### src/calc_pkg.sv
// Shared types and constants for the card access list controller.
// Used by card_access_list_controller and tb_top; no dependencies.
`timescale 1ns / 1ps

package calc_pkg;

  localparam int ID_W            = 40;
  localparam int ACT_W           = 4;
  localparam int STORED_W        = 7;
  localparam int TABLE_DEPTH_DEF = 64;

  typedef enum logic [1:0] {
    MODE_NOMASTER = 2'd0,
    MODE_NORMAL   = 2'd1,
    MODE_MENU     = 2'd2,
    MODE_ARMED    = 2'd3
  } mode_t;

  typedef enum logic [ACT_W-1:0] {
    ACT_IGNORED  = 4'd0,
    ACT_ENROLLED = 4'd1,
    ACT_GRANTED  = 4'd2,
    ACT_DENIED   = 4'd3,
    ACT_MENU     = 4'd4,
    ACT_SAVED    = 4'd5,
    ACT_ADDED    = 4'd6,
    ACT_FULL     = 4'd7,
    ACT_EXIT     = 4'd8,
    ACT_CLEARED  = 4'd9,
    ACT_CANCEL   = 4'd10,
    ACT_ARMED    = 4'd11,
    ACT_OPEN     = 4'd12
  } act_t;

  typedef enum logic [1:0] {
    ST_IDLE   = 2'd0,
    ST_DECIDE = 2'd1,
    ST_SCAN   = 2'd2,
    ST_EMIT   = 2'd3
  } state_t;

endpackage

### src/card_access_list_controller.sv
// Card access list controller: master enrolment, menu and ID table lookup.
// Depends on calc_pkg and calc_ram.
`timescale 1ns / 1ps
//
//  channel   dir  tvalid/tready  payload
//  s_axis    in   yes            tdata: card_id[39:0]; tuser: cmd[0]
//  m_axis    out  yes            tdata: action[3:0], lock_open[4], stored_count[11:5]
//
// A button item, or a card that needs no lookup, goes from accept through
// the DECIDE and EMIT states to the output register. A lookup adds the SCAN state: the table has one
// read port and is walked one entry per cycle, stopping at the first match.
// Reset (rst, synchronous) gives no master, empty table; no clearing pass.
// The result sits in an output register; a stalled m_axis holds the block
// before its state update, and the next item is taken once back in idle.

module card_access_list_controller #(
  parameter int TABLE_DEPTH = calc_pkg::TABLE_DEPTH_DEF
) (
  input  logic        clk,
  input  logic        rst,
  input  logic        s_axis_tvalid,
  output logic        s_axis_tready,
  input  logic [39:0] s_axis_tdata,  // card_id[39:0]
  input  logic [0:0]  s_axis_tuser,  // cmd[0]
  output logic        m_axis_tvalid,
  input  logic        m_axis_tready,
  output logic [15:0] m_axis_tdata   // action[3:0], lock_open[4], stored_count[11:5]
);

  localparam int ADDR_W = (TABLE_DEPTH > 1) ? $clog2(TABLE_DEPTH) : 1;
  localparam int CNT_W  = $clog2(TABLE_DEPTH + 1);
  localparam int ID_W   = calc_pkg::ID_W;
  localparam int SW     = calc_pkg::STORED_W;
  localparam int ACT_W  = calc_pkg::ACT_W;

  calc_pkg::state_t state, state_next;
  calc_pkg::mode_t  mode, mode_next;

  logic [ID_W-1:0]  master_id, master_id_next;
  logic [CNT_W-1:0] entry_count, entry_count_next;
  logic             btn;
  logic [ID_W-1:0]  id_q;
  logic [CNT_W-1:0] issue_cnt;
  logic             rd_pend;
  logic             hit;

  logic             in_acc, need_scan, can_emit, emit, ram_re, ram_we, hit_now;
  logic [ID_W-1:0]  ram_rdata;
  calc_pkg::act_t   act;
  logic [15:0]      out_data;
  logic [CNT_W+SW-1:0] cnt_ext;

  assign s_axis_tready = (state == calc_pkg::ST_IDLE);
  assign in_acc        = s_axis_tvalid && s_axis_tready;
  assign can_emit      = !m_axis_tvalid || m_axis_tready;
  assign hit_now       = rd_pend && (ram_rdata == id_q);

  assign need_scan = !btn && (mode == calc_pkg::MODE_NORMAL || mode == calc_pkg::MODE_MENU)
                     && (id_q != master_id) && (entry_count != '0);

  always_ff @(posedge clk) begin
    if (rst) begin
      state <= calc_pkg::ST_IDLE;
    end else begin
      state <= state_next;
    end
  end

  // next state, table read issue and the output commit
  always_comb begin
    state_next = state;
    ram_re     = 1'b0;
    emit       = 1'b0;
    case (state)
      calc_pkg::ST_IDLE: begin
        if (in_acc) begin
          state_next = calc_pkg::ST_DECIDE;
        end
      end
      calc_pkg::ST_DECIDE: begin
        state_next = need_scan ? calc_pkg::ST_SCAN : calc_pkg::ST_EMIT;
      end
      calc_pkg::ST_SCAN: begin
        if (hit_now || (rd_pend && issue_cnt == entry_count)) begin
          state_next = calc_pkg::ST_EMIT;
        end else begin
          ram_re = (issue_cnt < entry_count);
        end
      end
      calc_pkg::ST_EMIT: begin
        if (can_emit) begin
          emit       = 1'b1;
          state_next = calc_pkg::ST_IDLE;
        end
      end
      default: begin
        state_next = calc_pkg::ST_IDLE;
      end
    endcase
  end

  // step outcome from the latched item, current state and lookup result
  always_comb begin
    act              = calc_pkg::ACT_IGNORED;
    mode_next        = mode;
    master_id_next   = master_id;
    entry_count_next = entry_count;
    ram_we           = 1'b0;
    case (mode)
      calc_pkg::MODE_NOMASTER: begin
        if (!btn) begin
          master_id_next = id_q;
          mode_next      = calc_pkg::MODE_NORMAL;
          act            = calc_pkg::ACT_ENROLLED;
        end
      end
      calc_pkg::MODE_NORMAL: begin
        if (btn) begin
          act = calc_pkg::ACT_OPEN;
        end else if (id_q == master_id) begin
          mode_next = calc_pkg::MODE_MENU;
          act       = calc_pkg::ACT_MENU;
        end else if (hit) begin
          act = calc_pkg::ACT_GRANTED;
        end else begin
          act = calc_pkg::ACT_DENIED;
        end
      end
      calc_pkg::MODE_MENU: begin
        if (btn) begin
          mode_next = calc_pkg::MODE_ARMED;
          act       = calc_pkg::ACT_ARMED;
        end else if (id_q == master_id) begin
          mode_next = calc_pkg::MODE_NORMAL;
          act       = calc_pkg::ACT_EXIT;
        end else if (hit) begin
          act = calc_pkg::ACT_SAVED;
        end else if (entry_count < CNT_W'(TABLE_DEPTH)) begin
          ram_we           = emit;
          entry_count_next = entry_count + CNT_W'(1);
          act              = calc_pkg::ACT_ADDED;
        end else begin
          act = calc_pkg::ACT_FULL;
        end
      end
      default: begin
        if (!btn) begin
          if (id_q == master_id) begin
            // table contents are left; count zero makes them unreachable
            master_id_next   = '0;
            entry_count_next = '0;
            mode_next        = calc_pkg::MODE_NOMASTER;
            act              = calc_pkg::ACT_CLEARED;
          end else begin
            mode_next = calc_pkg::MODE_NORMAL;
            act       = calc_pkg::ACT_CANCEL;
          end
        end
      end
    endcase
  end

  assign cnt_ext = {{SW{1'b0}}, entry_count_next};

  always_ff @(posedge clk) begin
    if (rst) begin
      mode          <= calc_pkg::MODE_NOMASTER;
      master_id     <= '0;
      entry_count   <= '0;
      m_axis_tvalid <= 1'b0;
      rd_pend       <= 1'b0;
    end else begin
      if (m_axis_tready) begin
        m_axis_tvalid <= 1'b0;
      end
      if (emit) begin
        mode          <= mode_next;
        master_id     <= master_id_next;
        entry_count   <= entry_count_next;
        m_axis_tvalid <= 1'b1;
      end
      rd_pend <= ram_re;
    end
  end

  always_ff @(posedge clk) begin
    if (in_acc) begin
      btn  <= s_axis_tuser[0];
      id_q <= s_axis_tdata;
    end
    if (state == calc_pkg::ST_DECIDE) begin
      issue_cnt <= '0;
      hit       <= 1'b0;
    end else begin
      if (ram_re) begin
        issue_cnt <= issue_cnt + CNT_W'(1);
      end
      if (hit_now && state == calc_pkg::ST_SCAN) begin
        hit <= 1'b1;
      end
    end
    if (emit) begin
      out_data <= {4'b0000, cnt_ext[SW-1:0], mode_next != calc_pkg::MODE_NORMAL,
                   ACT_W'(act)};
    end
  end

  assign m_axis_tdata = out_data;

  calc_ram #(
    .WIDTH  (ID_W),
    .DEPTH  (TABLE_DEPTH),
    .ADDR_W (ADDR_W)
  ) u_table (
    .clk   (clk),
    .we    (ram_we),
    .waddr (entry_count[ADDR_W-1:0]),
    .wdata (id_q),
    .re    (ram_re),
    .raddr (issue_cnt[ADDR_W-1:0]),
    .rdata (ram_rdata)
  );

  a_count_bound: assert property (@(posedge clk) disable iff (rst)
    entry_count <= CNT_W'(TABLE_DEPTH))
    else $error("entry count beyond table depth");

  a_write_in_menu: assert property (@(posedge clk) disable iff (rst)
    ram_we |-> (state == calc_pkg::ST_EMIT && mode == calc_pkg::MODE_MENU && !btn))
    else $error("table write outside menu add");

  a_nomaster_empty: assert property (@(posedge clk) disable iff (rst)
    mode == calc_pkg::MODE_NOMASTER |-> entry_count == '0)
    else $error("entries held with no master");

  a_read_in_range: assert property (@(posedge clk) disable iff (rst)
    ram_re |-> (issue_cnt < entry_count && state == calc_pkg::ST_SCAN))
    else $error("table read beyond filled entries");

endmodule

### src/calc_ram.sv
// Generic single-write, single-read RAM with a registered read port.
// No dependencies.
`timescale 1ns / 1ps

module calc_ram #(
  parameter int WIDTH  = 40,
  parameter int DEPTH  = 64,
  parameter int ADDR_W = (DEPTH > 1) ? $clog2(DEPTH) : 1
) (
  input  logic              clk,
  input  logic              we,
  input  logic [ADDR_W-1:0] waddr,
  input  logic [WIDTH-1:0]  wdata,
  input  logic              re,
  input  logic [ADDR_W-1:0] raddr,
  output logic [WIDTH-1:0]  rdata
);

  logic [WIDTH-1:0] mem [DEPTH];

  always_ff @(posedge clk) begin
    if (we) begin
      mem[waddr] <= wdata;
    end
    if (re) begin
      rdata <= mem[raddr];
    end
  end

endmodule

### config.mk
export PLATFORM = sky130hd
export DESIGN_NAME = card_access_list_controller
export DESIGN_NICKNAME = d
export VERILOG_FILES = /design/src/calc_pkg.sv /design/src/card_access_list_controller.sv /design/src/calc_ram.sv
export SDC_FILE = /design/constraint.sdc
export NUM_CORES = 2
export LEC_CHECK = 0
export BUFFER_PORTS_ARGS = -buffer_cell sky130_fd_sc_hd__buf_2
export CAP_MARGIN = 5
export CORE_MARGIN = 2
export CORE_UTILIZATION = 50
export CTS_CLUSTER_SIZE = 12
export DETAILED_ROUTE_END_ITERATION = 10
export GPL_ROUTABILITY_DRIVEN = 0
export HOLD_SLACK_MARGIN = 0.02
export PLACE_DENSITY = 0.65
export SLEW_MARGIN = 20
export SYNTH_ARGS = -nofsm -noshare
export SYNTH_HDL_FRONTEND = slang
export SYNTH_SLANG_ARGS = --single-unit
export TNS_END_PERCENT = 1
### constraint.sdc
create_clock -name clk -period 16.3 [get_ports clk]
set_clock_uncertainty 0.05 [all_clocks]
set_input_delay 2.445 -clock clk [delete_from_list [all_inputs] [get_ports clk]]
set_output_delay 2.445 -clock clk [all_outputs]
set_load 0.005 [all_outputs]
======== Word-level counts from Yosys, hierarchy flattened ========
Memory sizes are Yosys's and may differ from the RTL's. A register that Yosys moved wholly into a read port is not among the register bits.
Index checks and enable logic that the tools add are counted.
word-level totals
  register bits after elaboration ......... 114
  bits in latches ......................... 0
  RAM bits ................................ 2560
  ROM bits ................................ 0
  memories kept ........................... 1
cells by class
  add/subtract/negate cells ............... 2
  multiply operators ...................... 0
  div/mod/pow operators ................... 0
  order comparisons ....................... 2
  eq/ne operators ......................... 13
  shift-type cells ........................ 0
  mux-type cells .......................... 48
  bitwise operators ....................... 2
  reduce and logical (&&, ||, !) cells .... 21
memory list
  name         depth  bits a word  rd ports  clocked after Yosys merged registers in  wr ports  line            text
  u_table.mem  64     40           1         1                                        1         calc_ram.sv:19  logic [WIDTH-1:0] mem [DEPTH];
operators with widths
  cell                                                    count
  two-way mux 40 bit                                      3
  == test 40 bit                                          2
  one-hot mux 40 bit (2 select lines)                     1
  two-way mux 7 bit                                       6
  inequality test 40 bit                                  1
  two-way mux 2 bit                                       11
  two-way mux 1 bit                                       18
  two-way mux 4 bit                                       4
  adder 7 x 1 -> 7 bit (second input constant)            2
  one-hot mux 7 bit (2 select lines)                      1
  one-hot mux 4 bit (3 select lines)                      1
  one-hot mux 2 bit (4 select lines)                      1
  == test 7 bit                                           1
  logical AND 1 bit                                       7
  less-than comparator 7 bit                              1
  less-than comparator 7 bit (second input constant)      1
  nonzero test 7 bit                                      1
  == test 2 bit (second input constant)                   3
  one-hot mux 2 bit (3 select lines)                      1
  == test 2 x 1 -> 1 bit (second input constant)          2
  zero test 2 bit                                         2
  inequality test 2 x 1 -> 1 bit (second input constant)  2
  inequality test 2 bit (second input constant)           2
  AND reduction 4 bit                                     1
  7 further kinds                                         13

======== Depth between registers and ports, before layout ========
  depth in word-level cells ............... 11
  depth in mapped cells ................... 13
  mapped depth without buffers ............ 9

======== By module ========
A second synthesis with hierarchy kept.
unflattened totals
  cell total of the unflattened synthesis .. 4756
  area, all modules ....................... 103994.7 um^2
modules (own cells, without submodules)
  module                       times used  cells each  area each (um^2)
  calc_ram                     1           4195        98236.7
  card_access_list_controller  1           561         5758.0

======== Worst setup path before layout ========
OpenSTA, ideal clock, no wires.
  path kind ............................... in2reg
  start ................................... in m_axis_tready
  end ..................................... mem u_table.mem[36][0], enable pin
  arrival time ............................ 6.952 ns
  data required time ...................... 15.712 ns
  slack ................................... 8.760 ns
  cell stages on the path ................. 5
  cells stage by stage .................... nor2b_1 nand2b_1 clkinv_1 nand4_1 nor4_1
between the ends
  cells in the longest elaborated chain, start to end .. 10
ends and longest elaborated chain
  what                                     line                                text
  from (decl)                              card_access_list_controller.sv:26   input logic m_axis_tready,
  logical OR 1 bit                         card_access_list_controller.sv:55   assign can_emit = !m_axis_tvalid || m_axis_tready;
  two-way mux 1 bit                        card_access_list_controller.sv:91   if (can_emit) begin
  two-way mux 1 bit                        card_access_list_controller.sv:74   case (state)
  two-way mux 1 bit                        card_access_list_controller.sv:138  end else if (entry_count < CNT_W'(TABLE_DEPTH)) begin
  two-way mux 1 bit                        card_access_list_controller.sv:136  end else if (hit) begin
  two-way mux 1 bit                        card_access_list_controller.sv:133  end else if (id_q == master_id) begin
  two-way mux 1 bit                        card_access_list_controller.sv:130  if (btn) begin
  two-way mux 1 bit                        card_access_list_controller.sv:109  case (mode)
  two-way mux 1 bit                        calc_ram.sv:22                      if (we) begin
  two-way mux 1 bit (implied by the code)  calc_ram.sv:23                      mem[waddr] <= wdata;
  to (decl)                                calc_ram.sv:19
No other way between the ends.

======== Worst setup path in the final report ========
  start ................................... reg issue_cnt[1]
  end ..................................... reg u_table.rdata[24] (read register of u_table.mem), data pin
between the ends
  cells in the longest elaborated chain, start to end .. 5
  elaborated cells on any way between the ends .. 6
  those cells by class .................... 1 x order compare; 1 x eq/ne; 2 x mux; 2 x reduce/logical
ends and longest elaborated chain
  what                                                                line                                text
  from (decl)                                                         card_access_list_controller.sv:43   logic [CNT_W-1:0] issue_cnt;
  from (signal assigned)                                              card_access_list_controller.sv:196  issue_cnt <= issue_cnt + CNT_W'(1);
  branches (longest 5 deep; another with less-than comparator 7 bit)  --
  to (decl)                                                           calc_ram.sv:16                      output logic [WIDTH-1:0] rdata
Several ways; the timed one is not identified.
A chain may end at the register's enable or synchronous reset.

==> results.yml <==
worst_setup_path:
  cp.required_ns: 16.91
  cp-startpoint: "issue_cnt[1]"
  crit_chain: "buf_4 > buf_4 > buf_4 > mux4_2 > mux4_2 > mux4_2"
  worst_path_largest_cell_delay_ns: 1.00
  startpoint_class_of_the_critical_path: "flop"
  timing.critical_path.max_delay_family: "buffers and inverters"
  crit_type: "flop to flop"
  critPathSlowestCell: "sky130_fd_sc_hd__dfxtp_4"
  worst_r2r_startpoint: "issue_cnt[1]"
  crit_buf_inv: 3
  endpoint_kind: "flop"
  timing.critical_path.arrival_ns: 6.32
  crit_path_max_fanout: 62
global_routing:
  overflow: 0
  largest_net_degree_at_the_start_of_global_routing: 102
  grt_antenna_before_repair: 24
  global_route.usage.total_pct: 25.6
  vias_in_the_first_global_route: 47367
  grt_pass1_wl_um: 374000
clocking:
  cts_buffers: 296
  clock_latency_ns: 0.93
  clock-sinks: 2714
  post-cts-setup-buffers: 0
  clk_transition_reported_paths_ns: 0.06
  cts_htree_levels: 5
  tritoncts: "built"
  cts_buffer_depth: 4
  cts-root-buf: "sky130_fd_sc_hd__clkbuf_16"
  ctsHoldBuffers: 0
  cts.repair.resized: 0
power:
  peakVddDrop_uv: 131
  fin_total_pwr_uw: 14900
  power_density_mw_per_mm2: 127
  leakage_uw: 0.0351
run_status:
  outcome: "complete, but fails checks"
  violations_in_the_final_reports: "antenna rules"
sta:
  post-route-worst-setup-slack_ns: 10.59
  unrepaired_setup_endpoints_after_global_routing: "false"
  timing_max_transition_violations_final: 0
  final_min_period_over_clock_period_pct: 35.0
  report.final.setup_viol: 0
  worst_slew_pin_slew_ns: 1.11
  achievable-frequency_ghz: 0.175
  finalSetupTns_ns: 0
  slew_headroom_pct: 25.9
  hold_violations: 0
  finalHoldWorstSlack_ns: 0.488
  post-route-min-period_ns: 5.71
synthesis:
  synth.top_cells.by_area: "sky130_fd_sc_hd__edfxtp_1 77%, sky130_fd_sc_hd__mux4_2 18%, sky130_fd_sc_hd__dfxtp_1 1.2%"
  number_of_distinct_library_cells_after_synthesis: 60
  synthesis.area_sq_mm: 0.104
  yosys.area.top_type: "sky130_fd_sc_hd__edfxtp_1"
  avgSynthCellArea_sq_um: 24.3
  synthesis.instances: 4265
  ys.warnings.count: 0
  ys_seq_area_share_pct: 77.9
  ys_seq_elements: 2714
  number_of_flops_mapped_to_enable_cells_by_yosys: 2653
  async_sr_flop_fraction_pct: 0
  synth_top_flop_cell: "sky130_fd_sc_hd__edfxtp_1"
  synth_top_cell_area_share_pct: 76.7
drt:
  finalWirelength_um: 268000
  first_iter_violations: 7450
  ant_nets: 1
  via_count: 48902
  drt-wirelength-per-cell_um: 36.1
  routed_via_density: 6.57
  firstDrtPassIters: 6
  drc_errors: 0
cells_and_area:
  fin_nets: 4633
  postLayoutCoreUtil_pct: 56.5
  area_growth_pct: 12.4
  drive_above_1_share_pct: 31.2
  filler_cell_count: 14716
die:
  core_sq_mm: 0.207
  dieWidth_um: 460
  ioPinCount: 63
  fp-row-count: 167
  die_area_sq_mm: 0.211
  start_util_pct: 50.2
  die_height_um: 460
place:
  dp_hpwl_um: 156000
  preCtsSetupSlack_ns: 10.32
  port_buffers: 58
min_path:
  hp_start: "master_id[10]"
  hp-class: "flop to flop"
job:
  max-cap-violations: 0
[worst paths after layout]
| kind | slack [ns] | to | cells after the start |
|---|---|---|---|
| hold reg to reg | 0.49 | master_id[10] | 2 |
| setup / recovery | 10.59 | u_table.rdata[24] | 6 |
| setup reg to reg | 10.59 | u_table.rdata[24] | 6 |
| hold / removal | 0.49 | master_id[10] | 2 |
[Yosys cell counts (all sizes together), types with 2 or more instances]
library cell,instances
nor2,134
o2bb2ai,2
nor2b,2
a21oi,13
buf,96
and4,2
dfxtp,61
nand3,22
and3,3
or3,4
nand2,17
a31o,3
nor3,7
mux2i,5
nor4,37
a22oi,40
or2,4
o22ai,2
nor4b,2
xor2,79
inv,20
o31a,3
clkinv,3
edfxtp,2653
clkbuf,120
or4,2
xnor2,3
o21ai,16
ha,18
o31ai,2
a21o,6
mux4,840
a2bb2oi,3
nand4,18
and2,6
[area by class of cell]
type / count / area (sq um) / area share (%)
Antenna cell: 14 / 35.0 / 0.0300
Multi-Input combinational cell: 1315 / 22400 / 19.2
Tap cell: 2704 / 3380 / 2.90
Clock buffer: 384 / 7840 / 6.72
Sequential cell: 2714 / 80900 / 69.3
Clock inverter: 70 / 453 / 0.388
Timing Repair Buffer: 220 / 1550 / 1.33
Inverter: 23 / 95.1 / 0.0815
[cells by family after synthesis]
logic type	Yosys count	share of synthesized area [%]
AO/OA/AOI/OAI	103	0.704
buffers and inverters	239	0.991
adder cells (fa/ha/maj)	18	0.217
flip-flops	2714	77.9
multiplexers	846	18.3
AND/OR/NAND/NOR	262	1.20
XOR/XNOR	82	0.692
other	1	0.00361
[worst reg2reg max path, delay by kind of cell (launching register included)]
| kind | cells | cell delay, ns |
|---|---|---|
| buffers and inverters | 3 | 2.67 |
| multiplexers | 3 | 1.73 |
| flip-flops | 1 | 1.00 |
[metrics by stage]
stage,std cells,instance area [sq um]
final,7444,117000
after global routing,7431,117000
after CTS,7429,117000
after detailed placement,6975,108000
after global placement,6975,108000
after floorplan,4268,104000
[report_power, final]
group / internal, uW / leakage (uW) / total [uW] / switching [uW]
registers: 8050 / 0.0244 / 8110 / 56.2
logic: 93.0 / 0.00669 / 813 / 720
clock network: 3410 / 0.00404 / 5950 / 2540
[flip-flops by register name, summed over array words and instances, names as in the netlist]
register	cells
master_id	40
rd_pend	1
id_q	40
btn	1
u_table.mem	2560
state	2
u_table.rdata	40
entry_count	7
m_axis_tdata	12
m_axis_tvalid	1
issue_cnt	7
hit	1
mode	2
[routing by layer]
metal,global-route usage (%),vias to the layer above,routed length [um]
li1,-,19031,-
met1,38.9,26491,108000
met2,37.2,2959,122000
met3,5.06,417,27900
met4,9.41,4,10300
met5,0,-,21
[cell usage in the layout (no fill, tap or decap), types with 57 or more instances in the layout]
master                      synthesis  layout
sky130_fd_sc_hd__clkbuf_16          0     300
sky130_fd_sc_hd__buf_4             10     159
sky130_fd_sc_hd__dfxtp_1           61      57
sky130_fd_sc_hd__edfxtp_1        2653    2653
sky130_fd_sc_hd__nor2_4             0      62
sky130_fd_sc_hd__mux4_2           840     840
sky130_fd_sc_hd__xor2_1            79      79
sky130_fd_sc_hd__buf_2             57      58
sky130_fd_sc_hd__nor2_1           134      72
sky130_fd_sc_hd__clkbuf_1         120      82
No activity file was read; power rests on OpenSTA's default activity.
